<file path="config.mk">
export PLATFORM = sky130hd
export DESIGN_NAME = ordered_key_value_table_top
export DESIGN_NICKNAME = d
export VERILOG_FILES = /design/src/hdl/kvt_pkg.sv /design/src/hdl/kvt_mem.sv /design/src/hdl/kvt_ctrl.sv /design/src/hdl/ordered_key_value_table_top.sv
export VERILOG_INCLUDE_DIRS = /design/src /design/src/hdl
export SDC_FILE = /design/constraint.sdc
export NUM_CORES = 2
export LEC_CHECK = 0
export ABC_AREA = 1
export BUFFER_PORTS_ARGS = -buffer_cell sky130_fd_sc_hd__clkbuf_2
export CORE_MARGIN = 2
export CORE_UTILIZATION = 45
export DETAILED_ROUTE_END_ITERATION = 16
export SLEW_MARGIN = 15
export SYNTH_ARGS = -nofsm -noshare
export SYNTH_HDL_FRONTEND = slang
export SYNTH_SLANG_ARGS = --single-unit
export TNS_END_PERCENT = 20
</file>
<file path="constraint.sdc">
create_clock -name clk -period 13 [get_ports clk]
set_clock_uncertainty 0.2 [all_clocks]
set_input_delay 1.95 -clock clk [delete_from_list [all_inputs] [get_ports clk]]
set_output_delay 1.95 -clock clk [all_outputs]
set_load 0.1 [all_outputs]
</file>
<file path="src/hdl/ordered_key_value_table_top_assert.svh">
// assertion macros for the ordered key/value table
// expects clk and arst_n in the scope of use
`ifndef ORDERED_KEY_VALUE_TABLE_TOP_ASSERT_SVH
`define ORDERED_KEY_VALUE_TABLE_TOP_ASSERT_SVH

// same-cycle implication
`define KVT_ASSERT_NOW(lbl, ante, cons, msg) \
	lbl: assert property (@(posedge clk) disable iff (!arst_n) (ante) |-> (cons)) else $error(msg);

// next-cycle implication
`define KVT_ASSERT_NEXT(lbl, ante, cons, msg) \
	lbl: assert property (@(posedge clk) disable iff (!arst_n) (ante) |=> (cons)) else $error(msg);

`endif

</file>
<file path="src/hdl/kvt_pkg.sv">
// types, codes and defaults shared by the ordered key/value table
// no dependencies
package kvt_pkg;

	localparam int CAPACITY_DEF = 16;

	localparam logic [1:0] ST_OK      = 2'd0;
	localparam logic [1:0] ST_MISSING = 2'd1;
	localparam logic [1:0] ST_FULL    = 2'd2;

	typedef enum logic [2:0] {
		ACT_SUBSCRIPT  = 3'd0,
		ACT_GET        = 3'd1,
		ACT_ASSIGN     = 3'd2,
		ACT_POP        = 3'd3,
		ACT_SETDEFAULT = 3'd4,
		ACT_CLEAR      = 3'd5
	} action_t;

	typedef enum logic [1:0] {
		S_IDLE,
		S_SEARCH,
		S_SHIFT,
		S_DONE
	} state_t;

	typedef struct packed {
		logic signed [63:0] key;
		logic [31:0]        value;
	} entry_t;

	typedef struct packed {
		logic [2:0]         action;
		logic signed [63:0] key;
		logic [31:0]        value;
		logic               has_default;
		logic [31:0]        default_value;
	} req_t;

	typedef struct packed {
		logic [4:0]  entry_count;
		logic        found;
		logic [31:0] result_value;
		logic [1:0]  status;
	} result_t;

endpackage

</file>
<file path="src/hdl/kvt_mem.sv">
// entry memory: one write port, one read port, registered read data
// depends on kvt_pkg
module kvt_mem #(
	parameter int DEPTH = kvt_pkg::CAPACITY_DEF,
	parameter int IW    = 4
) (
	input  logic            clk,
	input  logic            we,
	input  logic [IW-1:0]   waddr,
	input  kvt_pkg::entry_t wdata,
	input  logic            re,
	input  logic [IW-1:0]   raddr,
	output kvt_pkg::entry_t rdata
);
	import kvt_pkg::*;

	entry_t mem [DEPTH];

	always_ff @(posedge clk) begin
		if (we) begin
			mem[waddr] <= wdata;
		end
	end

	always_ff @(posedge clk) begin
		if (re) begin
			rdata <= mem[raddr];
		end
	end

endmodule

</file>
<file path="src/hdl/kvt_ctrl.sv">
// request sequencer: linear search, update, append and shift-down over the entry memory
// depends on kvt_pkg
module kvt_ctrl #(
	parameter int CAPACITY = kvt_pkg::CAPACITY_DEF,
	parameter int IW       = (CAPACITY > 1) ? $clog2(CAPACITY) : 1,
	parameter int CW       = $clog2(CAPACITY + 1)
) (
	input  logic             clk,
	input  logic             arst_n,
	input  logic             req_valid,
	output logic             req_ready,
	input  kvt_pkg::req_t    req,
	input  logic [31:0]      none_value,
	output logic             res_valid,
	input  logic             res_ready,
	output kvt_pkg::result_t res,
	output logic             mem_we,
	output logic [IW-1:0]    mem_waddr,
	output kvt_pkg::entry_t  mem_wdata,
	output logic             mem_re,
	output logic [IW-1:0]    mem_raddr,
	input  kvt_pkg::entry_t  mem_rdata
);
	import kvt_pkg::*;

	state_t        state_q, state_d;
	req_t          req_q;
	logic [CW-1:0] cnt_q, cnt_d;
	logic [IW-1:0] chk_q, chk_d;
	logic [1:0]    st_q, st_d;
	logic [31:0]   val_q, val_d;
	logic          fnd_q, fnd_d;

	logic [CW-1:0] chk_nxt;
	logic [CW:0]   sh_nxt;
	logic          more, sh_more, searching, hit, fin, full;
	logic [31:0]   dflt;

	assign chk_nxt   = CW'(chk_q) + CW'(1);
	assign more      = chk_nxt < cnt_q;
	assign sh_nxt    = (CW+1)'(chk_nxt) + (CW+1)'(1);
	assign sh_more   = sh_nxt < (CW+1)'(cnt_q);
	assign searching = (req_q.action == ACT_SUBSCRIPT) || (req_q.action == ACT_GET)
		|| (req_q.action == ACT_ASSIGN) || (req_q.action == ACT_POP)
		|| (req_q.action == ACT_SETDEFAULT);
	assign hit       = searching && (cnt_q != '0) && (mem_rdata.key == req_q.key);
	assign fin       = hit || !searching || (cnt_q == '0) || !more;
	assign full      = cnt_q == CW'(CAPACITY);
	assign dflt      = req_q.has_default ? req_q.default_value : none_value;

	// next state
	always_comb begin
		state_d = state_q;
		unique case (state_q)
			S_IDLE: begin
				if (req_valid) begin
					state_d = S_SEARCH;
				end
			end
			S_SEARCH: begin
				if (fin) begin
					if (hit && more && (req_q.action == ACT_POP)) begin
						state_d = S_SHIFT;
					end else begin
						state_d = S_DONE;
					end
				end
			end
			S_SHIFT: begin
				if (!sh_more) begin
					state_d = S_DONE;
				end
			end
			S_DONE: begin
				if (res_ready) begin
					state_d = S_IDLE;
				end
			end
			default: state_d = S_IDLE;
		endcase
	end

	// memory accesses and result
	always_comb begin
		req_ready = 1'b0;
		res_valid = 1'b0;
		mem_we    = 1'b0;
		mem_waddr = chk_q;
		mem_wdata = '{key: req_q.key, value: req_q.value};
		mem_re    = 1'b0;
		mem_raddr = '0;
		cnt_d     = cnt_q;
		chk_d     = chk_q;
		st_d      = st_q;
		val_d     = val_q;
		fnd_d     = fnd_q;
		unique case (state_q)
			S_IDLE: begin
				req_ready = 1'b1;
				if (req_valid) begin
					mem_re = 1'b1;
					chk_d  = '0;
				end
			end
			S_SEARCH: begin
				if (!fin) begin
					mem_re    = 1'b1;
					mem_raddr = chk_nxt[IW-1:0];
					chk_d     = chk_nxt[IW-1:0];
				end else begin
					st_d  = ST_OK;
					val_d = '0;
					fnd_d = hit;
					unique case (req_q.action)
						ACT_SUBSCRIPT: begin
							if (hit) begin
								val_d = mem_rdata.value;
							end else begin
								st_d = ST_MISSING;
							end
						end
						ACT_GET: begin
							val_d = hit ? mem_rdata.value : dflt;
						end
						ACT_ASSIGN: begin
							if (hit) begin
								mem_we = 1'b1;
								val_d  = req_q.value;
							end else if (!full) begin
								mem_we    = 1'b1;
								mem_waddr = cnt_q[IW-1:0];
								cnt_d     = cnt_q + CW'(1);
								val_d     = req_q.value;
							end else begin
								st_d = ST_FULL;
							end
						end
						ACT_POP: begin
							if (hit) begin
								val_d = mem_rdata.value;
								if (more) begin
									mem_re    = 1'b1;
									mem_raddr = chk_nxt[IW-1:0];
								end else begin
									cnt_d = cnt_q - CW'(1);
								end
							end else if (req_q.has_default) begin
								val_d = req_q.default_value;
							end else begin
								st_d = ST_MISSING;
							end
						end
						ACT_SETDEFAULT: begin
							if (hit) begin
								val_d = mem_rdata.value;
							end else if (!full) begin
								mem_we    = 1'b1;
								mem_waddr = cnt_q[IW-1:0];
								mem_wdata = '{key: req_q.key, value: dflt};
								cnt_d     = cnt_q + CW'(1);
								val_d     = dflt;
							end else begin
								st_d = ST_FULL;
							end
						end
						ACT_CLEAR: begin
							cnt_d = '0;
						end
						default: begin
						end
					endcase
				end
			end
			S_SHIFT: begin
				// move the entry above the hole down by one
				mem_we    = 1'b1;
				mem_wdata = mem_rdata;
				if (sh_more) begin
					mem_re    = 1'b1;
					mem_raddr = sh_nxt[IW-1:0];
					chk_d     = chk_nxt[IW-1:0];
				end else begin
					cnt_d = cnt_q - CW'(1);
				end
			end
			S_DONE: begin
				res_valid = 1'b1;
			end
			default: begin
			end
		endcase
	end

	assign res = '{entry_count: 5'(cnt_q), found: fnd_q, result_value: val_q, status: st_q};

	always_ff @(posedge clk or negedge arst_n) begin
		if (!arst_n) begin
			state_q <= S_IDLE;
			cnt_q   <= '0;
		end else begin
			state_q <= state_d;
			cnt_q   <= cnt_d;
		end
	end

	always_ff @(posedge clk) begin
		if (req_valid && req_ready) begin
			req_q <= req;
		end
		chk_q <= chk_d;
		st_q  <= st_d;
		val_q <= val_d;
		fnd_q <= fnd_d;
	end

endmodule

</file>
<file path="src/hdl/ordered_key_value_table_top.sv">
// top level of the ordered key/value table: stream ports, none_value register, output register
// depends on kvt_pkg, kvt_ctrl, kvt_mem and ordered_key_value_table_top_assert.svh
//
// channel   direction  handshake                 contents
// s_*       in         s_tvalid / s_tready       one request
// m_*       out        m_tvalid / m_tready       one result per request
// cfg_*     in         cfg_valid / cfg_ready     none_value write
//
// a request is accepted in idle, then search compares the entries one at a time, in order and
// at least once, as set by the single read port; a pop that hits then moves each later entry
// down in shift; done holds the result until the output register takes it
// reset clears the entry count and none_value; the memory is not cleared
// a result waits in the output register while the next request is taken
module ordered_key_value_table_top #(
	parameter int CAPACITY = kvt_pkg::CAPACITY_DEF
) (
	input  logic         clk,
	input  logic         arst_n,
	input  logic         s_tvalid,
	output logic         s_tready,
	// action[2:0], key[66:3], value[98:67], has_default[99], default_value[131:100], zero fill
	input  logic [135:0] s_tdata,
	output logic         m_tvalid,
	input  logic         m_tready,
	// status[1:0], result_value[33:2], found[34], entry_count[39:35]
	output logic [39:0]  m_tdata,
	input  logic         cfg_valid,
	output logic         cfg_ready,
	input  logic [31:0]  cfg_data
);
	import kvt_pkg::*;

	localparam int IW = (CAPACITY > 1) ? $clog2(CAPACITY) : 1;
	localparam int CW = $clog2(CAPACITY + 1);

	req_t          req;
	result_t       res, out_q;
	logic          res_valid, res_ready, out_vld_q;
	logic [31:0]   none_q;
	logic          mem_we, mem_re;
	logic [IW-1:0] mem_waddr, mem_raddr;
	entry_t        mem_wdata, mem_rdata;

	assign req = '{
		action:        s_tdata[2:0],
		key:           s_tdata[66:3],
		value:         s_tdata[98:67],
		has_default:   s_tdata[99],
		default_value: s_tdata[131:100]
	};

	assign cfg_ready = 1'b1;

	always_ff @(posedge clk or negedge arst_n) begin
		if (!arst_n) begin
			none_q <= '0;
		end else if (cfg_valid && cfg_ready) begin
			none_q <= cfg_data;
		end
	end

	kvt_ctrl #(
		.CAPACITY(CAPACITY),
		.IW      (IW),
		.CW      (CW)
	) u_ctrl (
		.clk       (clk),
		.arst_n    (arst_n),
		.req_valid (s_tvalid),
		.req_ready (s_tready),
		.req       (req),
		.none_value(none_q),
		.res_valid (res_valid),
		.res_ready (res_ready),
		.res       (res),
		.mem_we    (mem_we),
		.mem_waddr (mem_waddr),
		.mem_wdata (mem_wdata),
		.mem_re    (mem_re),
		.mem_raddr (mem_raddr),
		.mem_rdata (mem_rdata)
	);

	kvt_mem #(
		.DEPTH(CAPACITY),
		.IW   (IW)
	) u_mem (
		.clk  (clk),
		.we   (mem_we),
		.waddr(mem_waddr),
		.wdata(mem_wdata),
		.re   (mem_re),
		.raddr(mem_raddr),
		.rdata(mem_rdata)
	);

	// output register
	assign res_ready = !out_vld_q || m_tready;

	always_ff @(posedge clk or negedge arst_n) begin
		if (!arst_n) begin
			out_vld_q <= 1'b0;
		end else if (res_valid && res_ready) begin
			out_vld_q <= 1'b1;
		end else if (m_tready) begin
			out_vld_q <= 1'b0;
		end
	end

	always_ff @(posedge clk) begin
		if (res_valid && res_ready) begin
			out_q <= res;
		end
	end

	assign m_tvalid = out_vld_q;
	assign m_tdata  = {out_q.entry_count, out_q.found, out_q.result_value, out_q.status};

`include "ordered_key_value_table_top_assert.svh"

	`KVT_ASSERT_NEXT(a_one_at_a_time, s_tvalid && s_tready, !s_tready, "request taken while busy")
	`KVT_ASSERT_NOW(a_busy_on_result, res_valid, !s_tready, "request port open with result pending")
	`KVT_ASSERT_NEXT(a_result_lands, res_valid && res_ready, m_tvalid, "result lost before output")

endmodule

</file>
==> flow_metrics.env <==
export IMPL_p_per_area_nw_per_um2=271
export IMPL_fillers=15800
export IMPL_crit_fanout=42
export IMPL_report_final_hold_viol_count=0
export IMPL_syn_area_um2=81900
export IMPL_r2r_start="u_ctrl.req_q[70]$_DFFE_PP_"
export IMPL_end_kind="flop"
export IMPL_tightest_slew_ns=1.25
export IMPL_max_vdd_ir_drop_mv=0.383
export IMPL_synthesis_instances=7657
export IMPL_min_from="u_ctrl.val_q[19]$_DFFE_PP_"
export IMPL_gp_congestion=0.784
export IMPL_fin_nets=7939
export IMPL_cts_resized=0
export IMPL_relSlewSlack_pct=17.0
export IMPL_drc=0
export IMPL_hold_ws_ns=0.218
export IMPL_tns_ns=0
export IMPL_vias=56100
export IMPL_antenna_left=0
export IMPL_final_layout_size_suffix_gt1_share_pct=9.13
export IMPL_leakagePower_nw=37.1
export IMPL_hpwl_mm=105
export IMPL_timing_final_crit_share_pct=57.9
export IMPL_timing_final_max_slew_violations=0
export IMPL_portBuffers=210
export IMPL_htree_levels=4
export IMPL_fp_row_count=156
export IMPL_antenna_found_initial=4
export IMPL_ys_seq_area_share_pct=68.8
export IMPL_grt_max_degree=233
export IMPL_first_pass_iters=6
export IMPL_ys_ff_latch=1883
export IMPL_die_y_um=431
export IMPL_rsz0062_at_grt="no"
export IMPL_min_path_type="reg2reg"
export IMPL_wl_mm=222
export IMPL_die_width_um=431
export IMPL_min_period_ns=7.52
export IMPL_cts_tree="done"
export IMPL_yosysWarnings=0
export IMPL_rrSetupSlack_ns=5.48
export IMPL_setup_viol=0
export IMPL_status="complete, no violations"
export IMPL_start_kind="flop"
export IMPL_grt_usage_pct=23.5
export IMPL_cts_buffers=191
export IMPL_cts_sinks=1883
export IMPL_synth_fp_nets=7847
export IMPL_clockBufferDepth=3
export IMPL_ctsRootBufferMaster="clkbuf_16"
export IMPL_fmax_mhz=133
export IMPL_max_cap_viol_count=0
export IMPL_syn_area_per_cell_um2=10.7
export IMPL_cts_setup_buffers=0
export IMPL_cp_startpoint="u_ctrl.req_q[70]$_DFFE_PP_"
export IMPL_die_area_um2=185000
export IMPL_drt_iter0_drc=5562
export IMPL_clk_pin_slew_ns=0.06
export IMPL_arrival_ns=7.77
export IMPL_coreArea_um2=181000
export IMPL_overflow=0
export IMPL_grt_pass1_wl_mm=331
export IMPL_via_per_inst=5.47
export IMPL_synth_distinct_cells=39
export IMPL_area_growth_pct=11.5
export IMPL_io_pins=216
export IMPL_clkLatencyLatePin_ns=0.84
export IMPL_postCtsHoldBufs=0
export IMPL_start_util_pct=45.3
export IMPL_crit_required_ns=13.25
export IMPL_grt_pass1_vias=53500
export IMPL_routedWlPerCell_um=21.6
export IMPL_timing_worst_setup_path_type="reg2reg"
cells by family (layout without fill, tap and decap cells):
family,after synthesis,count (layout),synth area share [%]
and+or+nand+nor,3837,3837,20.3
AOI/OAI and AO/OA,427,427,3.18
xor gates and xnor gates,21,21,0.225
buffers and inverters,1471,1710,7.25
DFF,1883,1883,68.8
other,1,2,0.00458
adders and majority gates,17,17,0.260
registers in the layout, indices dropped and copies added (netlist names):
name	flops
u_ctrl.req_q	132
u_ctrl.val_q	32
u_ctrl.st_q	2
u_ctrl.fnd_q	1
u_mem.rdata	96
m_tvalid	1
none_q	32
u_ctrl.chk_q	4
u_ctrl.cnt_q	5
u_ctrl.state_q	2
m_tdata	40
u_mem.mem	1536
metal layers:
metal  track usage [%]  wire length, um  vias to the layer above
met5                 0                0                        -
met4              7.60             6740                        0
met3              3.12            15500                      378
met2              39.4           106000                     2197
met1              31.7            93500                    27300
li1                  -                -                    26200
worst max-delay path: stages (launching register included):
cell	delay (ns)
edfxtp_1	0.42
nand2_1	0.10
nand2_1	0.05
nor2_1	0.14
nand2_1	0.12
nor2_1	0.46
nand2_1	0.12
nor2_1	0.12
nand2_1	0.29
nor2_4	0.25
clkinv_2	0.41
nand2_2	0.76
nand2_1	0.10
buf_4	0.31
o21ai_0	0.14
nand3_1	0.15
a21oi_2	0.24
nand3_1	0.36
nor2_4	0.66
buf_4	0.80
buf_4	0.87
through the flow:
step	setup WS [ns]	util (%)	cells	power (mW)	area [um2]
global placement	5.58	47.2	9908	19.2	85300
finish	5.48	50.5	10300	24.7	91300
global route	5.18	50.5	10300	26.1	91300
detailed placement	5.62	47.2	9911	19.4	85300
CTS	5.57	50.5	10300	24.7	91200
floorplan	5.42	-	7657	16.2	81900
final cells by class:
type	count	area, um2	share of cell area [%]
well taps	2370	2970	3.25
repair buffers	385	2510	2.75
inverters	985	3730	4.09
clock inverters	106	875	0.958
diodes	1	2.50	0.00274
clock buffers	234	5010	5.49
multi-input cells	4303	19900	21.8
flip-flops and latches	1883	56300	61.7
cells in the mapped netlist (all sizes together):
cell type  instances  area, um2
a211oi             1       7.51
a21boi             1       7.51
a21o               1       7.51
a21oi            136        692
a22oi             32        240
a311oi             1       8.76
a31o               1       8.76
buf              359       1760
clkbuf           127        477
clkinv             1       3.75
conb               1       3.75
dfrtp             40       1000
edfxtp          1843      55300
ha                17        213
inv              984       3690
nand2           1999       7510
nand3           1751       8770
nand4              1       6.26
nor2              83        319
nor3               1       5.00
o2111ai            2       17.5
o211ai            33        248
o21ai            125        626
o22ai             35        225
o311ai             2       17.5
o31ai              3       22.5
o32ai             54        473
or2                2       12.5
xnor2              4       35.0
xor2              17        149
worst paths after layout:
path,endpoint,cells after the start
max,u_mem.mem[13][85]$_DFFE_PP_,20
min,m_tdata[21]$_DFFE_PP_,0
max reg2reg,u_mem.mem[13][85]$_DFFE_PP_,20
min reg2reg,m_tdata[21]$_DFFE_PP_,0
max in group asynchronous,none_q[10]$_DFFE_PN0P_,2
min in group asynchronous,none_q[26]$_DFFE_PN0P_,2
power breakdown:
part | internal (mW) | switching, mW | total (mW)
sequential | 9.03 | 0.266 | 9.30
clock | 2.95 | 2.30 | 5.25
combinational | 2.38 | 7.80 | 10.2
layout by cell type, fill, tap and decap left out, types with 4 or more instances in the layout:
cell type	count
o211ai_1	33
nor2_4	19
ha_1	16
xnor2_1	4
clkbuf_16	193
a21oi_1	132
buf_4	152
inv_2	26
clkinv_2	40
nor2_1	64
nand2_1	1993
clkbuf_4	10
clkbuf_1	38
buf_12	12
clkinv_8	6
bufinv_16	11
inv_6	10
dfrtp_1	40
a22oi_1	32
o32ai_1	51
edfxtp_1	1843
nand3_1	1750
o22ai_1	34
o21ai_0	122
inv_1	950
xor2_1	17
clkbuf_2	211
clkinv_1	41
No activity file was read; power rests on OpenSTA's default activity.
